**config.mk**
```make
export PLATFORM = sky130hd
export DESIGN_NAME = ssrb_store
export DESIGN_NICKNAME = d
export VERILOG_FILES = /design/src/rtl/core/ssrb_pkg.sv /design/src/rtl/core/ssrb_store.sv
export SDC_FILE = /design/constraint.sdc
export NUM_CORES = 2
export LEC_CHECK = 0
export CAP_MARGIN = 40
export CORE_MARGIN = 2
export CORE_UTILIZATION = 42
export CTS_CLUSTER_DIAMETER = 150
export DETAILED_ROUTE_END_ITERATION = 8
export DONT_BUFFER_PORTS = 1
export PLACE_DENSITY = 0.62
export SLEW_MARGIN = 10
export SYNTH_ARGS = -nofsm -noshare
export SYNTH_HDL_FRONTEND = slang
export SYNTH_SLANG_ARGS = --single-unit
```
**constraint.sdc**
```tcl
create_clock -name clk -period 12.2 [get_ports clk]
set_input_delay 1.22 -clock clk [delete_from_list [all_inputs] [get_ports clk]]
set_output_delay 1.22 -clock clk [all_outputs]
set_load 0.01 [all_outputs]
```
**src/rtl/core/ssrb_pkg.sv**
```systemverilog
// ----------------------------------------------------------------------------
// ssrb_pkg: shared types and constants of the sorted result buffer
// Entry layout, action and status codes, sequencer states, result beat.
// ----------------------------------------------------------------------------
package ssrb_pkg;

	localparam int DEPTH_DEF = 64;   // default number of entry slots
	localparam int CNT_W     = 7;    // held, capacity and read counts
	localparam int POS_W     = 6;    // insert position port
	localparam int IDX_W     = 16;
	localparam int SCORE_W   = 20;
	localparam int TOTAL_W   = 9;
	localparam int MATCH_W   = 8;
	localparam int ACT_W     = 2;
	localparam int STAT_W    = 3;

	localparam logic [CNT_W-1:0] CAP_RESET = CNT_W'(64);

	typedef enum logic [ACT_W-1:0] {
		ACT_INSERT = 2'd0,
		ACT_CLEAR  = 2'd1,
		ACT_READ   = 2'd2
	} action_t;

	typedef enum logic [STAT_W-1:0] {
		ST_INSERTED = 3'd0,
		ST_DROPPED  = 3'd1,
		ST_CLEARED  = 3'd2,
		ST_ENTRY    = 3'd3,
		ST_NONE     = 3'd4
	} status_t;

	typedef enum logic [2:0] {
		S_IDLE,
		S_INS_CMP,
		S_INS_PUT,
		S_RD_ISSUE,
		S_RD_EMIT,
		S_RESP
	} state_t;

	typedef struct packed {
		logic [IDX_W-1:0]   idx;
		logic [SCORE_W-1:0] score;
		logic [TOTAL_W-1:0] total;
		logic [MATCH_W-1:0] disp;
		logic [MATCH_W-1:0] file;
	} entry_t;

	// one result beat handed from the sequencer to the output register
	typedef struct packed {
		logic             load;
		status_t          status;
		logic [POS_W-1:0] pos;
		entry_t           entry;
		logic [CNT_W-1:0] held;
		logic [CNT_W-1:0] ret;
		logic             last;
	} result_t;

endpackage

```
**src/rtl/core/ssrb_store.sv**
```systemverilog
// ----------------------------------------------------------------------------
// ssrb_store: entry memory
// One write port and one read port with registered read data.
// ----------------------------------------------------------------------------
module ssrb_store
	import ssrb_pkg::*;
#(
	parameter int DEPTH = DEPTH_DEF,
	localparam int AW = (DEPTH > 1) ? $clog2(DEPTH) : 1
) (
	input  logic          clk,
	input  logic          wr_en,
	input  logic [AW-1:0] wr_addr,
	input  entry_t        wr_data,
	input  logic [AW-1:0] rd_addr,
	output entry_t        rd_data
);

	entry_t mem [DEPTH];

	always_ff @(posedge clk) begin
		if (wr_en) begin
			mem[wr_addr] <= wr_data;
		end
	end

	always_ff @(posedge clk) begin
		rd_data <= mem[rd_addr];
	end

endmodule

```
==> impl_metrics.json <==
{
  "drv_cap": 0,
  "synth_area_leader_cell": "edfxtp_1",
  "path_clk_slew_ns": 0.06,
  "crit_type": "input port to register",
  "drtAntennaViolNets": 0,
  "synthTopCellsByCount": "edfxtp_1, mux4_2, nor2_1",
  "yosysSeqAreaShare_pct": 79.5,
  "cp.arrival_ns": 6.09,
  "grt_antenna_before_repair": 11,
  "initial_utilization_pct": 42.2,
  "yosysWarningCount": 0,
  "tightest_slew_ns": 2.05,
  "post_cts_resized": 0,
  "powerDensity_nw_per_um2": 164,
  "required_ns": 12.99,
  "cts_setup_buffers": 0,
  "rows": 218,
  "async_reset_ff_share_pct": 0,
  "drtIter0Drc": 10840,
  "fp.dieArea_um2": 360000,
  "fill_cells": 28285,
  "synth_top_cell_area_share_pct": 78.7,
  "finalCritPeriodShare_pct": 43.5,
  "power_leakage_nw": 52.4,
  "chipWidth_um": 600,
  "cts_tree": "done",
  "crit_fanout": 214,
  "cts_root_buf": "clkbuf_16",
  "die_y_um": 600,
  "vias_per_cell": 6.18,
  "dp_slack_ns": 6.84,
  "grt_max_degree": 775,
  "nets": 6709,
  "violations": "slew limit",
  "numCtsBuffers": 386,
  "cts.sinks": 3965,
  "via_count": 72215,
  "synthCells": 6344,
  "cts_hold_buf": 0,
  "drc_errors": 0,
  "h-tree-depth": 5,
  "syn_nets": 6419,
  "peakVddDrop_mv": 0.124,
  "wl_per_cell_um": 36.6,
  "setup.worst_path.end_class": "register",
  "yosys.cell_types.count": 35,
  "grt_pass1_wl_um": 587000,
  "gp_congestion": 0.760,
  "ys.flop_type": "edfxtp_1",
  "syn_avg_cell_area_um2": 23.5,
  "synth_edf_count": 3904,
  "finalSetupViolCount": 0,
  "drt_pass1_iterations": 6,
  "timing.final.max_slew_violations": 333,
  "core_um2": 353000,
  "clock_path_buffers": 4,
  "drive_above_1_share_pct": 27.3,
  "rsz0062_at_grt": "false",
  "finalHoldViolations": 0,
  "slew_headroom_pct": -36.6,
  "io_pins": 136,
  "max_freq_mhz": 189,
  "yosysMostFrequentCell": "edfxtp_1",
  "crit_path_start_kind": "input port",
  "wirelength_um": 427000,
  "grt_pass1_vias": 72414,
  "grt_overflow": 0,
  "grt_use_total_pct": 23.6,
  "fin_skew_ns": 0.0489,
  "syn_area_um2": 149000,
  "fin_tns_setup_ns": 0,
  "fin_ws_ns": 6.90,
  "ys_seq_elements": 3965,
  "ys_top_cells_by_area": "edfxtp_1, mux4_2, mux2i_1",
  "status": "finished, violations left",
  "placement.io_buffers": 0,
  "period_minus_slack_ns": 5.30,
  "synthToLayoutAreaGrowth_pct": 13.6,
  "insertion_delay_ns": 0.96,
  "dp_hpwl_um": 227000,
  "hold_path.class": "input port to register"
}
==> stage by stage <==
stage	utilization (%)	hold slack, ns	power [W]	cell area [µm²]	instances
finish	48.0	0.359	0.0278	169000	11680
global route	48.0	0.334	0.0285	169000	11678
CTS	47.9	0.305	0.0279	169000	11670
detailed placement	44.5	0.837	0.0164	157000	10971
global placement	44.0	0.827	0.0163	155000	10897
floorplan	-	0.786	0.0161	149000	6344
==> worst paths after layout <==
| check | from | end | slack (ns) | cells after the start |
|---|---|---|---|---|
| setup / recovery | rd_addr[1] | rd_data[59]$_DFF_P_ | 6.90 | 9 |
| hold / removal | wr_data[13] | mem[37][13]$_DFFE_PP_ | 0.36 | 0 |
| setup reg to reg | mem[11][1]$_DFFE_PP_ | rd_data[1]$_DFF_P_ | 10.05 | 4 |
| hold reg to reg | mem[22][47]$_DFFE_PP_ | rd_data[47]$_DFF_P_ | 0.84 | 5 |
==> sequential cells by signal, indices dropped and copies added, names as in the netlist <==
name / cells
mem: 3904
rd_data: 61
==> metal layers <==
metal / GRT usage (%) / up-vias / share of wire (%)
met5: 0 / - / 0.011
met4: 7.53 / 6 / 3.5
met3: 4.79 / 704 / 9.9
met2: 39.0 / 4043 / 49
met1: 31.6 / 39652 / 38
li1: - / 27810 / -
==> layout make-up <==
cell class	count	area [µm²]	area share, %
Tap cell	4730	5920	3.50
Clock buffer	501	10500	6.20
Sequential cell	3965	118000	70.0
Inverter	1	3.75	0.00222
Clock inverter	198	1760	1.04
Multi-Input combinational cell	2021	29400	17.4
Antenna cell	5	12.5	0.00739
Timing Repair Buffer	259	3260	1.93
==> critical path, stage by stage <==
cell and delay, ns:
buf_16 0.42, buf_16 0.92, buf_16 0.64, buf_16 0.68, or3b_2 0.80, o221ai_1 0.28
a31oi_1 0.07, a21oi_1 0.52, nor2_1 0.11
==> power breakdown <==
group          total (W)  leakage (nW)  switching [W]  internal [W]
clock             0.0117          6.04        0.00510       0.00658
sequential        0.0152          35.6      0.0000846        0.0151
combinational   0.000969          10.7       0.000524      0.000445
==> layout by cell type, fill, tap and decap left out, types with 84 or more instances in the layout <==
cell       netlist  final
edfxtp_1      3904   3904
mux4_2         997    997
clkbuf_16        0    395
buf_4           46    174
mux2i_1        171    171
nor2_1         207    144
o22ai_1        110    110
o21ai_0        106    106
nand2_1        106    104
a221oi_1       100    100
clkinv_2         0     86
clkbuf_1       156     84
==> cell families (layout without fill, tap and decap cells) <==
logic type / after synthesis / after routing / share of synthesized area [%]
DFF: 3965 / 3965 / 79.5
muxes: 1170 / 1170 / 16.2
AOI/OAI and AO/OA: 475 / 475 / 2.10
and+or+nand+nor: 376 / 376 / 1.04
buffers and inverters: 358 / 959 / 1.13
other: 0 / 5 / 0
No activity file was read; power rests on OpenSTA's default activity.
