**config.mk**
```make
export PLATFORM = sky130hd
export DESIGN_NAME = ssrb_ctrl
export DESIGN_NICKNAME = d
export VERILOG_FILES = /design/src/rtl/core/ssrb_pkg.sv /design/src/rtl/core/ssrb_ctrl.sv
export SDC_FILE = /design/constraint.sdc
export NUM_CORES = 1
export LEC_CHECK = 0
export BUFFER_PORTS_ARGS = -buffer_cell sky130_fd_sc_hd__buf_2
export CAP_MARGIN = 20
export CORE_MARGIN = 1
export CORE_UTILIZATION = 49
export DETAILED_ROUTE_END_ITERATION = 8
export PLACE_DENSITY = 0.84
export RECOVER_POWER = 50
export SETUP_SLACK_MARGIN = 0.15
export SLEW_MARGIN = 20
export SYNTH_ARGS = -nofsm -noshare
export SYNTH_HDL_FRONTEND = slang
export SYNTH_SLANG_ARGS = --single-unit
export TNS_END_PERCENT = 10
```
**constraint.sdc**
```tcl
create_clock -name clk -period 3.9 [get_ports clk]
set_input_delay 0.78 -clock clk [delete_from_list [all_inputs] [get_ports clk]]
set_output_delay 0.78 -clock clk [all_outputs]
set_load 0.01 [all_outputs]
```
**src/rtl/core/ssrb_pkg.sv**
```systemverilog
// ----------------------------------------------------------------------------
// ssrb_pkg: shared types and constants of the sorted result buffer
// Entry layout, action and status codes, sequencer states, result beat.
// ----------------------------------------------------------------------------
package ssrb_pkg;

	localparam int DEPTH_DEF = 64;   // default number of entry slots
	localparam int CNT_W     = 7;    // held, capacity and read counts
	localparam int POS_W     = 6;    // insert position port
	localparam int IDX_W     = 16;
	localparam int SCORE_W   = 20;
	localparam int TOTAL_W   = 9;
	localparam int MATCH_W   = 8;
	localparam int ACT_W     = 2;
	localparam int STAT_W    = 3;

	localparam logic [CNT_W-1:0] CAP_RESET = CNT_W'(64);

	typedef enum logic [ACT_W-1:0] {
		ACT_INSERT = 2'd0,
		ACT_CLEAR  = 2'd1,
		ACT_READ   = 2'd2
	} action_t;

	typedef enum logic [STAT_W-1:0] {
		ST_INSERTED = 3'd0,
		ST_DROPPED  = 3'd1,
		ST_CLEARED  = 3'd2,
		ST_ENTRY    = 3'd3,
		ST_NONE     = 3'd4
	} status_t;

	typedef enum logic [2:0] {
		S_IDLE,
		S_INS_CMP,
		S_INS_PUT,
		S_RD_ISSUE,
		S_RD_EMIT,
		S_RESP
	} state_t;

	typedef struct packed {
		logic [IDX_W-1:0]   idx;
		logic [SCORE_W-1:0] score;
		logic [TOTAL_W-1:0] total;
		logic [MATCH_W-1:0] disp;
		logic [MATCH_W-1:0] file;
	} entry_t;

	// one result beat handed from the sequencer to the output register
	typedef struct packed {
		logic             load;
		status_t          status;
		logic [POS_W-1:0] pos;
		entry_t           entry;
		logic [CNT_W-1:0] held;
		logic [CNT_W-1:0] ret;
		logic             last;
	} result_t;

endpackage

```
**src/rtl/core/ssrb_ctrl.sv**
```systemverilog
// ----------------------------------------------------------------------------
// ssrb_ctrl: sequencer of the sorted result buffer
// Walks the store one slot a cycle through a single score comparator for
// inserts, and one slot per result beat for reads.
// ----------------------------------------------------------------------------
module ssrb_ctrl
	import ssrb_pkg::*;
#(
	parameter int DEPTH = DEPTH_DEF,
	localparam int AW = (DEPTH > 1) ? $clog2(DEPTH) : 1
) (
	input  logic             clk,
	input  logic             arst_n,
	input  logic             in_fire,
	input  logic [ACT_W-1:0] action,
	input  entry_t           in_entry,
	input  logic [CNT_W-1:0] read_limit,
	input  logic [CNT_W-1:0] cap,
	input  logic             out_free,
	output logic             idle,
	output logic             wr_en,
	output logic [AW-1:0]    wr_addr,
	output entry_t           wr_data,
	output logic [AW-1:0]    rd_addr,
	input  entry_t           rd_data,
	output result_t          emit
);

	state_t           state_q, state_d;
	logic [CNT_W-1:0] count_q, count_d;
	logic [AW-1:0]    j_q, j_d;
	logic [AW-1:0]    k_q, k_d;
	logic [CNT_W-1:0] n_q, n_d;
	logic [AW-1:0]    pos_q, pos_d;
	status_t          status_q, status_d;
	entry_t           new_q, new_d;
	logic [CNT_W-1:0] limit;
	logic [CNT_W-1:0] n_req;
	logic             shift_down;
	logic             rd_last;

	assign limit      = (cap > CNT_W'(DEPTH)) ? CNT_W'(DEPTH) : cap;
	assign n_req      = (count_q < read_limit) ? count_q : read_limit;
	assign shift_down = rd_data.score < new_q.score;
	assign rd_last    = (CNT_W'(k_q) + CNT_W'(1)) == n_q;
	assign idle       = state_q == S_IDLE;

	always_ff @(posedge clk or negedge arst_n) begin
		if (!arst_n) begin
			state_q <= S_IDLE;
			count_q <= '0;
		end else begin
			state_q <= state_d;
			count_q <= count_d;
		end
	end

	always_ff @(posedge clk) begin
		j_q      <= j_d;
		k_q      <= k_d;
		n_q      <= n_d;
		pos_q    <= pos_d;
		status_q <= status_d;
		new_q    <= new_d;
	end

	always_comb begin
		state_d  = state_q;
		count_d  = count_q;
		j_d      = j_q;
		k_d      = k_q;
		n_d      = n_q;
		pos_d    = pos_q;
		status_d = status_q;
		new_d    = new_q;
		rd_addr  = j_q - AW'(1);
		wr_en    = 1'b0;
		wr_addr  = j_q + AW'(1);
		wr_data  = rd_data;
		emit     = '0;
		case (state_q)
			S_IDLE: begin
				// prefetch the lowest held slot for an insert scan
				rd_addr = AW'(count_q - CNT_W'(1));
				if (in_fire) begin
					case (action)
						ACT_INSERT: begin
							new_d = in_entry;
							pos_d = '0;
							if (count_q >= limit) begin
								status_d = ST_DROPPED;
								state_d  = S_RESP;
							end else if (count_q == '0) begin
								wr_en    = 1'b1;
								wr_addr  = '0;
								wr_data  = in_entry;
								count_d  = count_q + CNT_W'(1);
								status_d = ST_INSERTED;
								state_d  = S_RESP;
							end else begin
								j_d     = AW'(count_q - CNT_W'(1));
								state_d = S_INS_CMP;
							end
						end
						ACT_CLEAR: begin
							count_d  = '0;
							pos_d    = '0;
							status_d = ST_CLEARED;
							state_d  = S_RESP;
						end
						ACT_READ: begin
							pos_d = '0;
							if (n_req == '0) begin
								status_d = ST_NONE;
								state_d  = S_RESP;
							end else begin
								n_d     = n_req;
								k_d     = '0;
								state_d = S_RD_ISSUE;
							end
						end
						default: begin
						end
					endcase
				end
			end
			S_INS_CMP: begin
				// move lower scores down one slot; stop at the first score not below
				wr_en = 1'b1;
				if (shift_down) begin
					wr_data = rd_data;
					if (j_q == '0) begin
						state_d = S_INS_PUT;
					end else begin
						j_d = j_q - AW'(1);
					end
				end else begin
					wr_data  = new_q;
					pos_d    = j_q + AW'(1);
					count_d  = count_q + CNT_W'(1);
					status_d = ST_INSERTED;
					state_d  = S_RESP;
				end
			end
			S_INS_PUT: begin
				wr_en    = 1'b1;
				wr_addr  = '0;
				wr_data  = new_q;
				pos_d    = '0;
				count_d  = count_q + CNT_W'(1);
				status_d = ST_INSERTED;
				state_d  = S_RESP;
			end
			S_RD_ISSUE: begin
				rd_addr = k_q;
				state_d = S_RD_EMIT;
			end
			S_RD_EMIT: begin
				rd_addr = k_q;
				if (out_free) begin
					emit.load   = 1'b1;
					emit.status = ST_ENTRY;
					emit.entry  = rd_data;
					emit.held   = count_q;
					emit.ret    = n_q;
					emit.last   = rd_last;
					if (rd_last) begin
						state_d = S_IDLE;
					end else begin
						k_d     = k_q + AW'(1);
						state_d = S_RD_ISSUE;
					end
				end
			end
			S_RESP: begin
				if (out_free) begin
					emit.load   = 1'b1;
					emit.status = status_q;
					emit.pos    = POS_W'(pos_q);
					emit.held   = count_q;
					emit.last   = 1'b1;
					state_d     = S_IDLE;
				end
			end
			default: begin
				state_d = S_IDLE;
			end
		endcase
	end

`ifndef ASSERT_OFF
	a_load_free: assert property (@(posedge clk) disable iff (!arst_n)
		emit.load |-> out_free)
		else $error("result beat loaded into a busy output register");

	a_wr_in_range: assert property (@(posedge clk) disable iff (!arst_n)
		wr_en |-> CNT_W'(wr_addr) <= count_q)
		else $error("store write beyond the held region");

	a_scan_nonempty: assert property (@(posedge clk) disable iff (!arst_n)
		(state_q == S_INS_CMP || state_q == S_INS_PUT) |-> count_q != '0
		&& count_q < CNT_W'(DEPTH))
		else $error("insert scan with empty or full buffer");

	a_insert_count: assert property (@(posedge clk) disable iff (!arst_n)
		(state_q == S_RESP && $past(state_q) != S_RESP && status_q == ST_INSERTED)
		|-> count_q == $past(count_q) + CNT_W'(1))
		else $error("insert did not advance the held count");
`endif

endmodule

```
==> flow_results.org <==
** Clocking
- Buffers from clock root to sink, at most :: 2
- TritonCTS built the clock tree.
- Maximum level of the CTS H-tree :: 3
- In this run the clock root is driven by a clkbuf_16.
- Inserted Clock Buffers :: 9
- Clock-pin slew reported for the worst setup and hold paths after clock tree synthesis :: 70 ps
- Hold-fix buffers, CTS :: 0
- The later pin in the worst-skew pair is clocked with a latency of 350 ps.
- The tree built by TritonCTS fans out to 99 sinks.

** Detailed routing
- The final route contains 7102 vias.
- The first routing iteration left 729 violations.
- Total wire length :: 24100 µm
- DRC errors left :: 0
- ANT nets after route :: 0
- The first detailed-routing pass took 5 iterations.
- Via-per-instance ratio :: 5.85
- Final routed wire length divided by cell count :: 19.9 µm

** Timing
- Count of endpoints failing hold in the final timing report :: 0
- Final-report setup violation count :: 22
- Setup repair after global routing could not meet its margin everywhere.
- At the pin with the least slew margin, the transition time is 1410 ps.
- On the final layout, the worst clock skew is 9.79 ps.
- The number of max-slew violations in the final report was 0.
- Summed over all failing endpoints, the final setup total negative slack is -374 ps.
- In the finished design, the share of the clock period the worst path needs comes to 1.01.
- Post-layout minimum cycle time :: 3930 ps
- Static timing analysis puts the maximum clock frequency at 254 MHz.
- Final worst-path setup slack :: -33.7 ps
- The worst pin sits at a relative slew slack of 0.0616.

** Power and ir drop
- Summing internal, switching and leakage power gives 6.84 mW.
- Pwr Density :: 705 mW/mm²
- VDD sags by at most 452 µV.
- Reported leakage power :: 4.36 nW

** Status
- Run status :: complete, but fails checks
- Violations in the final reports :: negative setup slack

** Worst setup path
- Kind of end point of the critical path :: output port
- Critical path buffer and inverter count :: 6
- Walking the worst path, the cells encountered are buf_6 > buf_6 > nor2b_4 > ha_1 > nor2b_2 > o21ai_2 > a211oi_2 > and4_4 > o221a_4 > buf_6 > buf_12 > buf_16 > nor2b_4 > a221o_1 > buf_2.
- Cell mode on critical path :: buf_6
- Required time of the critical path :: 3120 ps
- Critical path type :: in2out
- CP max-delay cell :: a211oi_2
- Along the worst path, the maximum fanout reaches 8.
- STA puts the critical path data arrival time at 3150 ps.
- In this design, the stage delay of the slowest critical-path cell is 290 ps.
- Startpoint types :: primary input
- Top cell family by delay on the critical path :: compound AO/OA/AOI/OAI gates

** Die
- The floorplan step set the die width to 121 µm.
- Die height :: 121 µm
- The floorplan has 43 rows.
- The initial utilization of the core area, before any placement, comes to 0.502.
- After floorplanning, the core was sized to cover 0.0139 mm².
- Ports placed on the boundary :: 303
- The die covers 0.0147 mm².

** Global routing
- The number of global-route vias before repair was 6607.
- The initial antenna violation count is 1.
- Pin count of the biggest net entering global routing :: 45
- The layer flagged by global routing as most heavily used is met2.
- Grt met1 use :: 0.377
- Overall Global Routing Usage :: 0.319
- Grt total ovfl :: 0
- For met2 alone, demand over resource in global routing was 0.529.
- Global Route met3 Usage :: 0.0606
- Global-route wire length before repair :: 35500 µm

** Synthesis
- Async S/R FF share, synth :: 0.101
- Post-synthesis cell area :: 0.00697 mm²
- By area, the combinational part of the netlist is dominated by simple AND/OR/NAND/NOR gates.
- Portion of the post-synthesis area used by sequential elements :: 0.420
- Yosys cell types :: 57
- Top flip-flop cell by instance count after synthesis :: edfxtp_1
- Area fraction in and, or, nand and nor cells after synthesis :: 0.237
- Gate Count Post-Synth :: 708
- In this run, synthesis produced a sequential element count of 99.
- Count of synthesis-stage warnings from yosys :: 0
- Synthesized-area fraction occupied by xor and xnor cells :: 0.0289
- Net count after synthesis :: 892
- A synthesized cell averages 9.84 µm².
- Multiplexer share of the synthesized area :: 0.00736
- Number of flops mapped to enable cells by yosys :: 89
- Adder-Cell Fraction of Synth Area :: 0.0754
- The synthesized-area fraction occupied by ao, oa, aoi and oai cells came to 0.180.

** Layout
- Compared with the post-synthesis result, the final layout area differs by 39.1%.
- The final layout contains 1211 nets.
- Fill cell count :: 1061
- In the final layout, the share of cells above drive strength 1 is 0.342.

** Job
- Max Cap Viol :: 0

** Worst hold path
- The worst hold path belongs to the class in2async.

** Placed design
- At the end of routability-driven placement, the weighted congestion stood at 0.921.
- Once detailed placement completed, the half-perimeter wirelength came to 17000 µm.
- During placement, the flow inserted port buffers numbering 302.
[cell usage after synthesis (2+ instances only)]
library cell	instances	area share
edfxtp_1	89	0.38
and2_1	76	0.068
nor2b_1	70	0.063
a221o_1	61	0.088
nor2_1	47	0.025
ha_1	42	0.075
inv_1	38	0.020
nand2_1	36	0.019
clkbuf_1	29	0.016
a21oi_1	26	0.019
buf_2	16	0.011
nand3_1	16	0.011
and3_1	15	0.013
o21ai_0	14	0.010
xor2_1	12	0.015
xnor2_1	11	0.014
dfrtp_1	10	0.036
nor3_1	10	0.0072
nand2b_1	5	0.0045
nand4_1	5	0.0045
nor3b_1	5	0.0054
o41ai_1	5	0.0063
a221oi_1	4	0.0050
mux2i_1	4	0.0057
o21a_1	4	0.0043
o31ai_1	4	0.0043
a211oi_1	3	0.0032
a21o_1	3	0.0032
a22oi_1	3	0.0032
o21ai_1	3	0.0022
o31ai_2	3	0.0054
or2_2	3	0.0027
a211o_1	2	0.0025
a31oi_1	2	0.0018
and4_1	2	0.0025
buf_1	2	0.0011
buf_6	2	0.0032
nand3b_1	2	0.0022
nor4_1	2	0.0018
o211a_1	2	0.0029
o211ai_1	2	0.0022
o221a_2	2	0.0032
o22ai_1	2	0.0018
[cell families (layout without fill, tap and decap cells)]
group,after synthesis,after routing
and+or+nand+nor,298,298
AOI/OAI and AO/OA,154,154
buffers and inverters,87,411
DFF,99,99
adders and majority gates,42,42
muxes,5,5
other,0,1
xor gates and xnor gates,23,23
[worst paths after layout]
check	start	endpoint	slack, ps	cells past startpoint
min in group clk	in_entry[13]	new_q[13]	620	1
worst min register to register	count_q[1]	count_q[1]	620	2
worst min-delay path	arst_n	count_q[2]	430	1
max in group asynchronous	arst_n	state_q[2]	3040	1
worst max-delay path	cap[6]	wr_data[42]	-30	15
worst max register to register	count_q[4]	status_q[2]	730	9
[area by class of cell]
cell class	instances	area, µm²	share of cell area
diodes	1	2.50	0.000258
well taps	180	225	0.0232
inverters	38	145	0.0150
clock buffers	10	229	0.0236
multi-input cells	522	3960	0.408
clock inverters	6	88.8	0.00917
flip-flops and latches	99	2920	0.302
repair buffers	357	2120	0.219
[cells in the final DEF (no fill, tap or decap), drive strengths merged, types with 3 or more instances in the layout]
| cell type | Yosys | routed |
|---|---|---|
| a211oi | 4 | 4 |
| a21o | 3 | 3 |
| a21oi | 26 | 26 |
| a221o | 61 | 61 |
| a221oi | 4 | 4 |
| a22oi | 3 | 3 |
| and2 | 76 | 76 |
| and3 | 15 | 15 |
| buf | 20 | 284 |
| clkbuf | 29 | 83 |
| dfrtp | 10 | 10 |
| edfxtp | 89 | 89 |
| ha | 42 | 42 |
| inv | 38 | 39 |
| mux2i | 4 | 4 |
| nand2 | 36 | 36 |
| nand2b | 5 | 5 |
| nand3 | 16 | 16 |
| nand4 | 5 | 5 |
| nor2 | 48 | 48 |
| nor2b | 70 | 70 |
| nor3 | 10 | 10 |
| nor3b | 5 | 5 |
| nor4 | 3 | 3 |
| o21a | 4 | 4 |
| o21ai | 17 | 17 |
| o31ai | 7 | 7 |
| o41ai | 5 | 5 |
| or2 | 3 | 3 |
| xnor2 | 11 | 11 |
| xor2 | 12 | 12 |
[metrics by stage]
stage / std cells / cell area, µm² / hold WS, ps / setup WS, ps / utilization
after floorplan: 708 / 6970 / 484 / 279 / -
after global placement: 1178 / 8850 / 590 / -76.2 / 0.638
after detailed placement: 1178 / 8850 / 612 / -162 / 0.638
after CTS: 1205 / 9520 / 290 / 47.9 / 0.686
after global routing: 1213 / 9690 / 464 / -143 / 0.698
final: 1213 / 9690 / 430 / -33.7 / 0.698
[what timing repair did]
item                                   CTS  global route
endpoints found under the hold margin    0             0
setup endpoints to repair               61            61
setup buffers                            7             5
pin swaps                               19            12
gates resized for setup                 30            37
cloned                                   4             2
[routing by layer]
metal / part of all wire / vias to the layer above
met5: 0 / -
met4: 0.056 / 0
met3: 0.066 / 91
met2: 0.50 / 384
met1: 0.38 / 3379
li1: - / 3248
[sequential cells by signal, summed over array words and instances, names as in the netlist]
name	cells
pos_q	6
n_q	7
status_q	3
k_q	6
count_q	7
j_q	6
state_q	3
new_q	61
[where the power goes]
group	switching (mW)	leakage, nW	internal (mW)	total [mW]
Combinational	2.33	3.27	1.97	4.31
Sequential	0.140	0.945	1.41	1.55
Clock	0.414	0.149	0.564	0.978
No activity file was read; power rests on OpenSTA's default activity.
